<file path="src/rtl/qmpc_pkg.sv">
// Package for the quadrature meter pulse counter: event codes, direction and
// error pattern codes, register indexes and the state and result records.
// No dependencies; qmpc_update and the top level use it by scoped names.
package qmpc_pkg;

  // Default reload value of the encoder counter (top of its 16-bit range).
  localparam int unsigned ReloadValueDefault = 65535;

  localparam int unsigned CfgIndexWidth = 3;
  localparam int unsigned CfgDataWidth  = 32;

  typedef enum logic [2:0] {
    ACT_COMPARE = 3'd0,
    ACT_RELOAD  = 3'd1,
    ACT_UP      = 3'd2,
    ACT_DOWN    = 3'd3,
    ACT_POLL    = 3'd4,
    ACT_START   = 3'd5
  } action_e;

  typedef enum logic [1:0] {
    DIR_UNKNOWN = 2'd0,
    DIR_FWD     = 2'd1,
    DIR_BWD     = 2'd2
  } dir_e;

  // Back-and-forth detector: idle, backward seen waiting for forward,
  // forward seen waiting for the closing backward step.
  typedef enum logic [1:0] {
    PAT_NONE            = 2'd0,
    PAT_BWD_EXP_FWD     = 2'd1,
    PAT_FWD_EXP_BWD_END = 2'd2
  } pat_e;

  typedef enum logic [CfgIndexWidth-1:0] {
    CFG_INVERT_MODE   = 3'd0,
    CFG_ERROR_CHECK   = 3'd1,
    CFG_USE_COMP      = 3'd2,
    CFG_CONFIRM_COUNT = 3'd3,
    CFG_OFFSET_VALUE  = 3'd4
  } cfg_index_e;

  typedef struct packed {
    logic        invert_mode;
    logic        error_check_enable;
    logic        use_compensation;
    logic [7:0]  confirm_count;
    logic [31:0] offset_value;
  } cfg_t;

  // The wrap multiplier is held already scaled by the reload period, so the
  // extended count needs an add and no multiplier.
  typedef struct packed {
    logic [31:0] wrap_product;
    dir_e        dir;
    logic [15:0] start_error;
    pat_e        pat;
    logic        just_started;
    logic [15:0] pattern_counter;
    logic        comp_started;
    logic [31:0] previous_pulse;
  } state_t;

  typedef struct packed {
    logic [31:0] meter_value;
    dir_e        direction;
    logic [15:0] pattern_count;
    logic        compensating;
  } result_t;

endpackage

</file>
<file path="src/rtl/qmpc_update.sv">
// Next-state and result logic of the quadrature meter pulse counter for one
// event. Purely combinational; depends on qmpc_pkg.
module qmpc_update #(
  parameter int unsigned RELOAD_VALUE = qmpc_pkg::ReloadValueDefault
) (
  input  qmpc_pkg::cfg_t    cfg_i,
  input  qmpc_pkg::state_t  state_i,
  input  logic [2:0]        action_i,
  input  logic [15:0]       raw_count_i,
  input  logic              up_flag_i,
  input  logic              down_flag_i,
  output qmpc_pkg::state_t  state_o,
  output qmpc_pkg::result_t result_o
);

  localparam logic [16:0] Period17 = 17'(RELOAD_VALUE + 1);
  localparam logic [31:0] Period32 = 32'(RELOAD_VALUE + 1);

  qmpc_pkg::action_e eff_action;
  logic [16:0]       mirror;
  logic [15:0]       pulse;
  logic [31:0]       cur_old;
  logic [31:0]       cur_new;
  logic [31:0]       comp_add;

  // With inverted wiring the event roles swap pairwise.
  always_comb begin
    case (action_i)
      qmpc_pkg::ACT_COMPARE: eff_action = cfg_i.invert_mode ? qmpc_pkg::ACT_RELOAD
                                                            : qmpc_pkg::ACT_COMPARE;
      qmpc_pkg::ACT_RELOAD:  eff_action = cfg_i.invert_mode ? qmpc_pkg::ACT_COMPARE
                                                            : qmpc_pkg::ACT_RELOAD;
      qmpc_pkg::ACT_UP:      eff_action = cfg_i.invert_mode ? qmpc_pkg::ACT_DOWN
                                                            : qmpc_pkg::ACT_UP;
      qmpc_pkg::ACT_DOWN:    eff_action = cfg_i.invert_mode ? qmpc_pkg::ACT_UP
                                                            : qmpc_pkg::ACT_DOWN;
      qmpc_pkg::ACT_START:   eff_action = qmpc_pkg::ACT_START;
      default:               eff_action = qmpc_pkg::ACT_POLL;
    endcase
  end

  assign mirror  = Period17 - {1'b0, raw_count_i};
  assign pulse   = cfg_i.invert_mode ? mirror[15:0] : raw_count_i;
  assign cur_old = {16'b0, pulse} + state_i.wrap_product;

  always_comb begin
    qmpc_pkg::dir_e reload_dir;
    qmpc_pkg::pat_e pat_w;
    logic           js_w;
    logic [15:0]    pc_w;
    logic [16:0]    bump;

    state_o    = state_i;
    reload_dir = state_i.dir;
    pat_w      = state_i.pat;
    js_w       = state_i.just_started;
    pc_w       = state_i.pattern_counter;
    bump       = '0;

    case (eff_action)
      qmpc_pkg::ACT_COMPARE: begin
        if (state_i.dir == qmpc_pkg::DIR_UNKNOWN) begin
          state_o.dir = qmpc_pkg::DIR_FWD;
        end
      end
      qmpc_pkg::ACT_RELOAD: begin
        if (reload_dir == qmpc_pkg::DIR_UNKNOWN) begin
          reload_dir = qmpc_pkg::DIR_BWD;
        end
        // The up flag wins when both are pending.
        if (up_flag_i) begin
          reload_dir = cfg_i.invert_mode ? qmpc_pkg::DIR_BWD : qmpc_pkg::DIR_FWD;
        end else if (down_flag_i) begin
          reload_dir = cfg_i.invert_mode ? qmpc_pkg::DIR_FWD : qmpc_pkg::DIR_BWD;
        end
        state_o.dir = reload_dir;
        if (reload_dir == qmpc_pkg::DIR_FWD) begin
          state_o.wrap_product = state_i.wrap_product + Period32;
        end else begin
          state_o.wrap_product = state_i.wrap_product - Period32;
        end
      end
      qmpc_pkg::ACT_UP: begin
        state_o.dir = qmpc_pkg::DIR_FWD;
        if (cfg_i.error_check_enable && state_i.pat == qmpc_pkg::PAT_BWD_EXP_FWD) begin
          state_o.pat = qmpc_pkg::PAT_FWD_EXP_BWD_END;
        end
      end
      qmpc_pkg::ACT_DOWN: begin
        state_o.dir = qmpc_pkg::DIR_BWD;
        if (cfg_i.error_check_enable) begin
          // Any movement since the last backward step breaks the pattern.
          if (cur_old != state_i.previous_pulse) begin
            pat_w = qmpc_pkg::PAT_NONE;
            js_w  = 1'b0;
            if (!state_i.comp_started) begin
              pc_w = '0;
            end
          end
          if (pat_w == qmpc_pkg::PAT_NONE) begin
            js_w  = 1'b1;
            pat_w = qmpc_pkg::PAT_BWD_EXP_FWD;
          end else if (pat_w == qmpc_pkg::PAT_FWD_EXP_BWD_END) begin
            // The first confirmed pattern also counts the one that opened it.
            bump = {1'b0, pc_w} + (js_w ? 17'd2 : 17'd1);
            pc_w = bump[16] ? 16'hFFFF : bump[15:0];
            js_w = 1'b0;
            if (!state_i.comp_started && ({8'b0, cfg_i.confirm_count} <= pc_w)) begin
              state_o.comp_started = 1'b1;
            end
            pat_w = qmpc_pkg::PAT_BWD_EXP_FWD;
          end
          state_o.pat             = pat_w;
          state_o.just_started    = js_w;
          state_o.pattern_counter = pc_w;
          state_o.previous_pulse  = cur_old;
        end
      end
      qmpc_pkg::ACT_START: begin
        state_o.start_error = raw_count_i;
      end
      default: begin
      end
    endcase
  end

  assign cur_new  = {16'b0, pulse} + state_o.wrap_product;
  assign comp_add = (cfg_i.use_compensation && cfg_i.error_check_enable &&
                     state_o.comp_started) ? {14'b0, state_o.pattern_counter, 2'b00}
                                           : 32'b0;

  always_comb begin
    result_o.meter_value   = cur_new - {16'b0, state_o.start_error} + cfg_i.offset_value
                             + comp_add;
    result_o.direction     = state_o.dir;
    if (state_o.pat != qmpc_pkg::PAT_NONE && cur_new == state_o.previous_pulse) begin
      result_o.direction   = qmpc_pkg::DIR_FWD;
    end
    result_o.pattern_count = state_o.pattern_counter;
    result_o.compensating  = state_o.comp_started;
  end

endmodule

</file>
<file path="src/rtl/quadrature_meter_pulse_counter.sv">
// Top level of the quadrature meter pulse counter: handshakes, input and
// result registers, configuration registers and the event state.
// Depends on qmpc_pkg and qmpc_update.

// The block extends a 16-bit encoder counter to a 32-bit meter reading. Each
// input transaction carries one counter event with its raw count and yields
// exactly one result transaction. One transaction is taken in every clock
// cycle when the result side keeps up. An event is captured in an input
// register at the edge that accepts it. Once the output register is free,
// the event state is updated and the result is written to the output
// register. The state update of the event logic sets this rate. The input
// register and the output register each hold a transaction, so one further
// transaction is accepted while a finished result waits to be taken. After
// that the input stalls until the result leaves. The wrap multiplier is kept
// pre-scaled by the reload period, which makes the extended count a plain
// add. Configuration writes are always taken and must only be made while no
// transaction is in flight.
module quadrature_meter_pulse_counter #(
  parameter int unsigned RELOAD_VALUE = qmpc_pkg::ReloadValueDefault
) (
  input  logic                               clk_i,
  input  logic                               rst_ni,
  // Configuration write channel.
  input  logic                               cfg_valid_i,
  output logic                               cfg_ready_o,
  input  logic [qmpc_pkg::CfgIndexWidth-1:0] cfg_index_i,
  input  logic [qmpc_pkg::CfgDataWidth-1:0]  cfg_data_i,
  // Event channel.
  input  logic                               in_valid_i,
  output logic                               in_ready_o,
  input  logic [2:0]                         action_i,
  input  logic [15:0]                        raw_count_i,
  input  logic                               up_flag_i,
  input  logic                               down_flag_i,
  // Result channel.
  output logic                               out_valid_o,
  input  logic                               out_ready_i,
  output logic [31:0]                        meter_value_o,
  output logic [1:0]                         direction_o,
  output logic [15:0]                        pattern_count_o,
  output logic                               compensating_o
);

  qmpc_pkg::cfg_t    cfg_q, cfg_d;
  qmpc_pkg::state_t  state_q, state_d;
  qmpc_pkg::result_t result_d;

  logic        s1_valid_q, s1_valid_d;
  logic [2:0]  s1_action_q;
  logic [15:0] s1_raw_q;
  logic        s1_up_q;
  logic        s1_down_q;

  logic        out_valid_q, out_valid_d;
  logic [31:0] out_value_q;
  logic [1:0]  out_dir_q;
  logic [15:0] out_pc_q;
  logic        out_comp_q;

  logic advance;
  logic in_fire;
  logic cfg_fire;

  // The output register frees up when it is empty or being taken; the
  // captured event then moves on and the input register can refill.
  assign advance    = !out_valid_q || out_ready_i;
  assign in_ready_o = !s1_valid_q || advance;
  assign in_fire    = in_valid_i && in_ready_o;

  assign cfg_ready_o = 1'b1;
  assign cfg_fire    = cfg_valid_i && cfg_ready_o;

  // Configuration register decode. Writes beyond the register list are
  // accepted and ignored.
  always_comb begin
    cfg_d = cfg_q;
    if (cfg_fire) begin
      case (cfg_index_i)
        qmpc_pkg::CFG_INVERT_MODE:   cfg_d.invert_mode        = cfg_data_i[0];
        qmpc_pkg::CFG_ERROR_CHECK:   cfg_d.error_check_enable = cfg_data_i[0];
        qmpc_pkg::CFG_USE_COMP:      cfg_d.use_compensation   = cfg_data_i[0];
        qmpc_pkg::CFG_CONFIRM_COUNT: cfg_d.confirm_count      = cfg_data_i[7:0];
        qmpc_pkg::CFG_OFFSET_VALUE:  cfg_d.offset_value       = cfg_data_i;
        default: begin
        end
      endcase
    end
  end

  qmpc_update #(
    .RELOAD_VALUE(RELOAD_VALUE)
  ) u_update (
    .cfg_i      (cfg_q),
    .state_i    (state_q),
    .action_i   (s1_action_q),
    .raw_count_i(s1_raw_q),
    .up_flag_i  (s1_up_q),
    .down_flag_i(s1_down_q),
    .state_o    (state_d),
    .result_o   (result_d)
  );

  always_comb begin
    s1_valid_d = s1_valid_q;
    if (in_fire) begin
      s1_valid_d = 1'b1;
    end else if (advance) begin
      s1_valid_d = 1'b0;
    end
  end

  always_comb begin
    out_valid_d = out_valid_q;
    if (advance) begin
      out_valid_d = s1_valid_q;
    end
  end

  // Control state and the event state, which has defined reset values.
  always_ff @(posedge clk_i or negedge rst_ni) begin
    if (!rst_ni) begin
      cfg_q       <= '0;
      state_q     <= '0;
      s1_valid_q  <= 1'b0;
      out_valid_q <= 1'b0;
    end else begin
      cfg_q       <= cfg_d;
      s1_valid_q  <= s1_valid_d;
      out_valid_q <= out_valid_d;
      if (advance && s1_valid_q) begin
        state_q <= state_d;
      end
    end
  end

  // Payload registers.
  always_ff @(posedge clk_i) begin
    if (in_fire) begin
      s1_action_q <= action_i;
      s1_raw_q    <= raw_count_i;
      s1_up_q     <= up_flag_i;
      s1_down_q   <= down_flag_i;
    end
    if (advance && s1_valid_q) begin
      out_value_q <= result_d.meter_value;
      out_dir_q   <= result_d.direction;
      out_pc_q    <= result_d.pattern_count;
      out_comp_q  <= result_d.compensating;
    end
  end

  assign out_valid_o     = out_valid_q;
  assign meter_value_o   = out_value_q;
  assign direction_o     = out_dir_q;
  assign pattern_count_o = out_pc_q;
  assign compensating_o  = out_comp_q;

endmodule

</file>
<file path="config.mk">
export PLATFORM = sky130hd
export DESIGN_NAME = quadrature_meter_pulse_counter
export DESIGN_NICKNAME = d
export VERILOG_FILES = /design/src/rtl/qmpc_pkg.sv /design/src/rtl/qmpc_update.sv /design/src/rtl/quadrature_meter_pulse_counter.sv
export SDC_FILE = /design/constraint.sdc
export NUM_CORES = 1
export LEC_CHECK = 0
export ABC_AREA = 1
export BUFFER_PORTS_ARGS = -buffer_cell sky130_fd_sc_hd__buf_2
export CORE_AREA = 2 2 215 217
export DETAILED_ROUTE_END_ITERATION = 16
export DIE_AREA = 0 0 217 219
export PLACE_DENSITY = 0.49
export SYNTH_ARGS = -nofsm -noshare
export SYNTH_HDL_FRONTEND = slang
export SYNTH_SLANG_ARGS = --single-unit
</file>
<file path="constraint.sdc">
create_clock -name clk_i -period 21.1 [get_ports clk_i]
set_input_delay 2.11 -clock clk_i [delete_from_list [all_inputs] [get_ports clk_i]]
set_output_delay 2.11 -clock clk_i [all_outputs]
set_load 0.01 [all_outputs]
</file>
==> results of run 1 <==
[critical path, delay by kind of cell (launching register included)]
family	cells	cell delay (ps)
compound gates	15	2920
fa+ha+maj	6	2110
buf+inv	7	930
flops	1	460
simple gates	30	3830
[registers in the layout, summed over array words and instances (netlist names)]
register and count:
state_q 86, cfg_q 43, meter_value_o 32, pattern_count_o 16
s1_raw_q 16, s1_action_q 3, direction_o 2, compensating_o 1
out_valid_o 1, s1_down_q 1, s1_up_q 1, s1_valid_q 1
[metrics by stage]
stage	hold WS, ps	cell area (um^2)	total power [mW]	setup slack [ps]	std cells
floorplan	449.3	13470	1.663	12650	1610
finish	483.5	15630	2.477	10580	2341
CTS	488.6	15630	2.522	10570	2341
global route	514.7	15630	2.729	9485	2341
global placement	468.0	14690	2.000	10930	2293
detailed placement	467.4	14690	2.012	10600	2293
[power by group through the flow]
stage | Sequential (mW) | Clock, mW | Combinational [mW]
after detailed placement | 0.693 | 0 | 1.32
after CTS | 0.687 | 0.502 | 1.33
after floorplan | 0.692 | 0 | 0.971
after global routing | 0.703 | 0.514 | 1.51
final | 0.686 | 0.485 | 1.31
after global placement | 0.691 | 0 | 1.31
[worst max path at each step]
stage               slack [ps]                 to  cells past startpoint         from
floorplan                12650  meter_value_o[28]                     61  s1_raw_q[0]
global placement         10930  meter_value_o[28]                     58    cfg_q[42]
detailed placement       10600  meter_value_o[28]                     58    cfg_q[42]
CTS                      10570  meter_value_o[28]                     58    cfg_q[42]
global route              9490  meter_value_o[28]                     58    cfg_q[42]
finish                   10580  meter_value_o[28]                     58    cfg_q[42]
[final cells by class]
type / instances / area [um^2]
clock buffer: 32 / 755.7
clock inverter: 16 / 187.7
fill: 4739 / 29460
inverter: 253 / 949.7
multi-input combinational: 1114 / 6899
sequential: 203 / 5440
tap: 600 / 750.7
timing repair buffer: 123 / 646.9
[metal layers]
| metal | vias up | part of all wire (%) |
|---|---|---|
| met5 | - | 0 |
| li1 | 5453 | - |
| met4 | 0 | 2.0 |
| met2 | 217 | 47 |
| met1 | 5126 | 46 |
| met3 | 44 | 4.4 |
[kinds of logic (layout without fill, tap and decap cells)]
family,Yosys count,count (layout),share of synthesized area [%]
AOI/OAI and AO/OA,286,286,11.16
xor gates and xnor gates,79,79,5.137
adders and majority gates,120,120,13.04
buffers and inverters,293,424,8.527
DFF,203,203,40.39
muxes,23,23,1.793
other,1,1,0.02784
and+or+nand+nor,605,605,19.93
[cell usage after synthesis, types with 5 or more instances]
cell,count
a21oi_1,103
nand2_1,336
mux2i_1,14
nand3b_1,8
nor2_1,113
inv_2,8
inv_1,244
nor2_2,8
nor2_4,15
fa_1,34
buf_2,5
clkbuf_1,29
nand2_2,6
nor4_1,6
edfxtp_1,72
dfrtp_1,131
mux2_2,9
or2_2,5
xor2_1,57
o22ai_1,8
ha_1,86
nand3_2,6
nand3_1,75
xnor2_1,22
o21ai_0,146
nor3_1,10
nand4_1,8
==> metrics, run 1 <==
status complete, no violations; M2 GR Usage 26.69%; htree depth 1; Synth Net Count 1791; met1 usage 21.24%; post-CTS setup buffers 0; Initial Utilization 29.88%; Yosys top cell by area dfrtp_1; reg2reg setup slack 10580 ps; r2r startpoint cfg_q[42]; Setup TNS 0 ps; maximum clock rate 95.09 MHz; Worst EP required 21400 ps; Synth async-reset ratio 64.53%; Ys Warns 0; Antenna diodes 0; CTS root buf clkbuf_16; crit path time final 10520 ps; Longest Clk Path Bufs 3; number of CTS-inserted buffers 26; #FFs+latches synth 203; worst-skew pair later-pin latency 550 ps; Worst Tran Pin Value 1134 ps; number of global-route vias before repair 10686; Post-synth EDFFs 72; Vias 10840; post-synth top area share 24.34%; CTS tree done; internal power 1.424 mW; Area Growth Syn to Fin 16.03%; DIE HEIGHT 219 um; Hold Startpoint state_q[67]; die area 47520 um^2; Rows 78; period utilization 49.84%; num ports 115; CP max FO 28; share of layout cells above drive strength 1 13.38%; routability cong. 0.8713; Pwr per Cell Area 158.5 nW/um^2; P_leak 7.518 nW; MaxCap Viol Count 0; Post-Syn Area 13470 um^2; most frequent cells in the layout nand2_1, inv_1, o21ai_0, dfrtp_1, nor2_1; Distinct cells, synth 51; largest net degree at the start of global routing 76; Core ar. 45090 um^2; grt total ovfl 0; Routed WL 36950 um; Primary FF master, synth dfrtp_1; most common cell after layout, fill and taps aside nand2_1; Die W 217 um; crit-path most repeated cell nand2_1; Worst Reg2Reg Path Length in Cells 58; initial DRC count 643; global-route wire length before repair 58480 um; syn_area_per_cell 8.367 um^2; peak supply drop 90.07 uV; Layout Utilization 34.67%; first-pass iteration count of the detailed router 5; combinational share of power 52.7%; gr busiest metal met2; met3 Use GR 2.121%; headroom to the max-slew limit 24.29%; Num Clock Sinks 203; # setup viols final 0; initial antenna violation count 0; IO Port Bufs 113; Hold Path Class reg -> reg; Layout Nets 1902; Psw 1.053 mW; cts hold-fix bufs 0; clock slew at reported path FFs 60 ps; DR DRC count 0; RSZ-0062 raised after global routing false; Worst Path Arrival 10810 ps; critical path endpoint category flop; DRT antenna net count 0; synth top area cells dfrtp_1, edfxtp_1, nand2_1; CP max stage cell fa_1; Net Sw Frac 42.51%; type of origin of the critical path flop; Global Route Usage Sum 15.68%; Clock Skews 12.51 ps; WHS Path Cells 2; reg-to-reg endpoint meter_value_o[28]; Detailed Place HPWL 27890 um; final hold viol count 0; crit path kind reg -> reg; crit-path max cell delay 530 ps; clock share of power 19.6%; Final Slew Violations 0; Mapped Cells 1610; part of the Yosys area used for sequential elements 40.39%; share of power burned in registers 27.7%; WL per Instance 15.78 um; Worst Hold Path EP state_q[67]; cts repair resizes 0; DR vias/cell 4.630
Note: power is estimated with default switching activity, not from simulation.
==> run 2: changes to the inputs <==
Settings changed: ABC_AREA 1 to 0, CORE_AREA 2 2 215 217 to 2 2 218 220, DIE_AREA 0 0 217 219 to 0 0 220 222, PLACE_DENSITY 0.49 to 0.5.
Clock period 21.1 ns to 9.08 ns, I/O delays scaled along.
==> metrics, run 2 <==
Distinct cells, synth 88 (+73%); Final Power 6.717 mW (+170%); clock slew at reported path FFs 60 ps (about the same); Largest register FFs 86 (unchanged); P_leak 7.627 nW (+1.5%); commonest cells in the netlist nand2_1, inv_1, dfrtp_1; initial DRC count 679 (+5.6%); Pwr per Cell Area 392.1 nW/um^2 (+150%); crit path kind reg -> reg; MaxCap Viol Count 0 (unchanged); DRT antenna net count 0 (unchanged); cts hold-fix bufs 0 (unchanged); synth top area cells dfrtp_1, edfxtp_1, ha_1; Post-Syn Area 13770 um^2 (+2.2%); worst-skew pair later-pin latency 560 ps (about the same); Detailed Place HPWL 30780 um (+10%); Hold Path Class in -> async; Yosys top cell by area dfrtp_1; most frequent cells in the layout nand2_1, dfrtp_1, inv_1, buf_4, buf_2; RSZ-0062 raised after global routing true; Num Clock Sinks 203 (unchanged); global-route wire length before repair 64810 um (+11%); maximum clock rate 113.1 MHz (+19%); Antenna diodes 0 (unchanged); Longest Clk Path Bufs 3 (unchanged); largest net degree at the start of global routing 73 (-3.9%); Initial Utilization 29.76% (-0.11 points); final hold slack 357.8 ps (-125.6 ps); routability cong. 0.8673 (-0.46%); post-synth top area share 23.81% (-0.53 points); Synth async-reset ratio 64.53% (unchanged); Rows 79 (+1.3%); Routed WL 41770 um (+13%); Ys Warns 0 (unchanged); num ports 115 (unchanged); Synth Net Count 1635 (-8.7%); htree depth 1 (unchanged); peak supply drop 310.3 uV (+240%); status complete, no violations; type of origin of the critical path flop; initial antenna violation count 0 (unchanged); first-pass iteration count of the detailed router 5 (unchanged); DIE HEIGHT 222 um (+1.4%); CP max FO 7 (-75%); Worst Path Arrival 9140 ps (-1670 ps); CTS tree done; headroom to the max-slew limit 28.81% (+4.5 points); register area 5440 um^2 (unchanged); Most flops, register state_q; Layout Nets 1844 (-3.0%); CP max stage cell fa_1; number of global-route vias before repair 11371 (+6.4%); most common cell after layout, fill and taps aside nand2_1; Clock Skews 15.14 ps (+2.629 ps); CTS root buf clkbuf_16; # setup viols final 0 (unchanged); critical path endpoint category flop; Fillers 4734 (-0.11%); crit path time final 8842 ps (-1674 ps); number of CTS-inserted buffers 27 (+3.8%); area of the multi-input gates 7995 um^2 (+16%); period utilization 97.38% (+48 points); Area Growth Syn to Fin 24.42%; grt total ovfl 0 (unchanged); Post-DP Area 15840 um^2 (+7.9%); Primary FF master, synth dfrtp_1; IO Port Bufs 113 (unchanged); #FFs+latches synth 203 (unchanged); share of layout cells above drive strength 1 23.29% (+9.9 points); Die W 220 um (+1.4%); DR vias/cell 4.988 (+7.7%); crit-path max cell delay 520 ps (about the same); part of the Yosys area used for sequential elements 39.51% (-0.87 points); top-count cell post-synth nand2_1; syn_area_per_cell 9.469 um^2 (+13%); Final Slew Violations 0 (unchanged); Post-synth EDFFs 72 (unchanged); Core ar. 46260 um^2 (+2.6%); die area 48840 um^2 (+2.8%); WL per Instance 18.24 um (+16%); Global Route Usage Sum 17.03% (+1.3 points); Worst Tran Pin Value 1065 ps (-69.06 ps); Worst EP required 9380 ps (-12020 ps); DR DRC count 0 (unchanged); final hold viol count 0 (unchanged); Mapped Cells 1454 (-9.7%); post-route cell area 17130 um^2 (+9.6%); Vias 11423 (+5.4%)
## run 2: changes by cell type in the layout (fill, tap and decap cells not counted), moves of 16 or more
cell      before  now
xnor2_1       22   57
nor2b_1        1   26
inv_1        243  126
xor2_1        57   40
mux2_2         9   27
nand2b_1       0   16
buf_4         10  124
nor2_1       113   66
nand2_1      335  172
a21o_1         2   19
o21ai_0      146  111
nand3_1       74   22
## run 2: final cells by class
| class | count | area share (%) |
|---|---|---|
| clock buffer | 42 | 4.806 |
| inverter | 134 | 2.936 |
| multi-input combinational | 1057 | 46.67 |
| clock inverter | 7 | 0.3725 |
| sequential | 203 | 31.76 |
| tap | 607 | 4.434 |
| timing repair buffer | 240 | 9.021 |
## run 2: logic make-up (layout without fill, tap and decap cells)
family	count (synthesis)	count (layout)	share of synthesized area (%)
mux	52	52	4.062
buf+inv	194	423	5.553
simple gates	423	423	14.99
compound gates	360	360	16.37
xor+xnor	101	101	6.734
fa+ha+maj	120	120	12.76
other cells	1	1	0.02724
flops	203	203	39.51
## run 2: path summary, 6_finish.rpt
check | cells after the start | slack, ps | to | start
max | 45 | 240 | meter_value_o[29] | s1_raw_q[1]
min reg2reg | 2 | 480 | state_q[67] | state_q[67]
max reg2reg | 45 | 240 | meter_value_o[29] | s1_raw_q[1]
min | 1 | 360 | s1_valid_q | rst_ni
max in group asynchronous | 2 | 7410 | cfg_q[8] | rst_ni
min in group clk_i | 2 | 480 | state_q[67] | state_q[67]
## run 2: stage by stage
stage	setup slack, ps	utilization, %	TNS (ps)	instances
after global routing	-202.3	37.03	-825.2	2290
final	238.1	37.03	0	2290
after detailed placement	-131.1	34.25	-433.7	2229
after global placement	-195.7	34.25	-636.4	2229
after CTS	12.80	36.34	0	2281
after floorplan	13.98	-	0	1454
## run 2: worst max-delay path, delay by kind of cell (launching register included)
| family | cells | cell delay, ps |
|---|---|---|
| flops | 1 | 390 |
| compound gates | 14 | 2100 |
| xor+xnor | 2 | 340 |
| buf+inv | 7 | 720 |
| simple gates | 15 | 2980 |
| fa+ha+maj | 7 | 2030 |
## run 2: repair_timing
action                                  CTS  global route
resized for setup                         9            55
endpoints found under the setup margin    8            16
buffers inserted                          3             9
pin swaps                                 8            44
## run 2: where the power goes
group | total (mW) | switching [mW] | leakage [nW] | internal [mW]
clock | 1.07 | 0.428 | 0.438 | 0.647
combinational | 4.08 | 2.20 | 4.82 | 1.88
sequential | 1.57 | 0.209 | 2.37 | 1.36
## run 2: layer usage
| metal | share of wire (%) | GRT usage [%] |
|---|---|---|
| met5 | 0 | 0 |
| met4 | 3.5 | 5.499 |
| met3 | 4.5 | 2.236 |
| met2 | 48 | 28.46 |
| met1 | 44 | 22.66 |
==> run 3: changes to the inputs <==
Settings changed: CORE_AREA 2 2 218 220 to 2 2 162 164, CTS_CLUSTER_DIAMETER from default to 40, DIE_AREA 0 0 220 222 to 0 0 164 166, PLACE_DENSITY 0.5 to 0.76.
==> metrics, run 3 (synthesized netlist as in run 2, its figures left out) <==
grt total ovfl 0 (unchanged); Vias 11560 (+1.2%); number of CTS-inserted buffers 35 (+30%); Most flops, register state_q; Setup TNS 0 ps (unchanged); Num Clock Sinks 203 (unchanged); DIE HEIGHT 166 um (-25%); Hold Path Class reg -> reg; Buf/Inv on CP 6 (-1); most common cell after layout, fill and taps aside nand2_1; RSZ-0062 raised after global routing true; Post-DP Area 15300 um^2 (-3.4%); clock share of power 19.5% (+3.5 points); Longest Clk Path Bufs 3 (unchanged); final hold viol count 0 (unchanged); final hold slack 476.5 ps (+118.6 ps); Fillers 2034 (-57%); Core ar. 25620 um^2 (-45%); Routed WL 37380 um (-11%); crit path kind reg -> reg; Die W 164 um (-25%); largest net degree at the start of global routing 68 (-6.8%); CP top delay family simple AND/OR/NAND/NOR gates; post-route cell area 16970 um^2 (-0.91%); register area 5441 um^2 (about the same); DRT antenna net count 0 (unchanged); Clock Skews 23.56 ps (+8.422 ps); initial antenna violation count 0 (unchanged); CTS tree done; worst-skew pair later-pin latency 520 ps (-40 ps); P_leak 7.675 nW (+0.62%); CP max FO 5 (-2); Net Sw Frac 41.64% (-0.55 points); Detailed Place HPWL 26520 um (-14%); MaxCap Viol Count 0 (unchanged); htree depth 2 (+1); Layout Utilization 66.26% (+29 points); critical path endpoint category flop; DR vias/cell 5.740 (+15%); # setup viols final 0 (unchanged); Rows 59 (-25%); Pwr per Cell Area 411.3 nW/um^2 (+4.9%); CTS root buf clkbuf_16; IO Port Bufs 113 (unchanged); number of global-route vias before repair 11251 (-1.1%); first-pass iteration count of the detailed router 6 (+1); most frequent cells in the layout nand2_1, dfrtp_1, inv_1, buf_2, o21ai_0; global-route wire length before repair 57970 um (-11%); Largest register FFs 86 (unchanged); crit-path max cell delay 530 ps (about the same); headroom to the max-slew limit 26.92% (-1.9 points); maximum clock rate 111.2 MHz (-1.7%); DR DRC count 0 (unchanged); Worst Tran Pin Value 1092 ps (+26.85 ps); die area 27220 um^2 (-44%); period utilization 99.03% (+1.6 points); share of layout cells above drive strength 1 23.70% (+0.41 points); peak supply drop 360.3 uV (+16%); Worst EP required 9340 ps (-40 ps); share of power burned in registers 22.6% (-0.7 points); Final Slew Violations 0 (unchanged); Global Route Usage Sum 26.81% (+9.8 points); WL per Instance 18.56 um (+1.8%); Area Growth Syn to Fin 23.28%; Psw 2.907 mW (+2.6%); Worst Path Arrival 9250 ps (+110 ps); routability cong. 0.9186 (+5.9%); Layout Nets 1833 (-0.60%); type of origin of the critical path flop; Initial Utilization 53.75% (+24 points); status complete, no violations; CP max stage cell fa_1; clock slew at reported path FFs 50 ps (about the same); internal power 4.075 mW (+4.9%); initial DRC count 1029 (+52%); crit path time final 8992 ps (+149.6 ps); num ports 115 (unchanged); Antenna diodes 0 (unchanged); area of the multi-input gates 7979 um^2 (-0.20%); combinational share of power 58.0% (-2.7 points)
==> run 3: cell count changes in the layout (fill, tap and decap cells not counted), sizes merged <==
cell,delta
buf,-19
bufinv,+3
clkbuf,-1
clkinv,+3
clkinvlp,+3
inv,+7
==> run 3: per-stage QoR <==
step	setup slack, ps	total power [mW]	std cells
after global routing	-229.9	7.480	2014
after floorplan	13.98	4.102	1454
after detailed placement	-50.39	5.169	1931
after CTS	3.454	6.611	1995
after global placement	232.1	5.080	1931
final	88.46	6.982	2014
==> run 3: worst reg2reg max path: cells and delay by family, from the launching register on <==
kind                       cells  cell delay, ps
and+or+nand+nor               14            2770
AOI/OAI and AO/OA             16            2740
adders and majority gates      7            2110
buffers and inverters          6             600
DFF                            1             400
xor gates and xnor gates       1             120
==> run 3: final cells by class <==
cell class / instances / area share [%]
clock buffer: 41 / 5.543
clock inverter: 23 / 1.636
inverter: 134 / 2.963
multi-input combinational: 1057 / 47.01
sequential: 203 / 32.06
tap: 335 / 2.469
timing repair buffer: 221 / 8.322
==> run 3: final timing paths <==
path | from | end | slack [ps] | depth (start not counted)
max in group asynchronous | rst_ni | cfg_q[42] | 7060 | 2
min reg2reg | state_q[64] | state_q[64] | 480 | 2
min in group asynchronous | rst_ni | cfg_q[28] | 520 | 1
max reg2reg | s1_raw_q[1] | meter_value_o[29] | 90 | 44
min | state_q[64] | state_q[64] | 480 | 2
max | s1_raw_q[1] | meter_value_o[29] | 90 | 44
==> run 3: timing repair <==
action	CTS	global route
hold buffers	0	0
endpoints found under the hold margin	0	0
pin swaps	2	44
setup buffers	0	19
setup endpoints to repair	2	18
gates resized for setup	3	76
==> run 3: power groups by stage <==
stage	Combinational (mW)	Sequential, mW	Clock [mW]
global placement	3.51	1.57	0
global route	4.46	1.61	1.42
finish	4.05	1.58	1.36
detailed placement	3.59	1.58	0
CTS	3.66	1.57	1.38
floorplan	2.54	1.56	0
==> run 3: per-layer routing <==
| metal | GRT usage, % | wire length [um] | vias up |
|---|---|---|---|
| li1 | - | - | 5508 |
| met1 | 34.75 | 15280 | 5580 |
| met2 | 44.98 | 18700 | 384 |
| met3 | 3.871 | 2054 | 88 |
| met4 | 11.06 | 1340 | 0 |
| met5 | 0 | 0 | - |
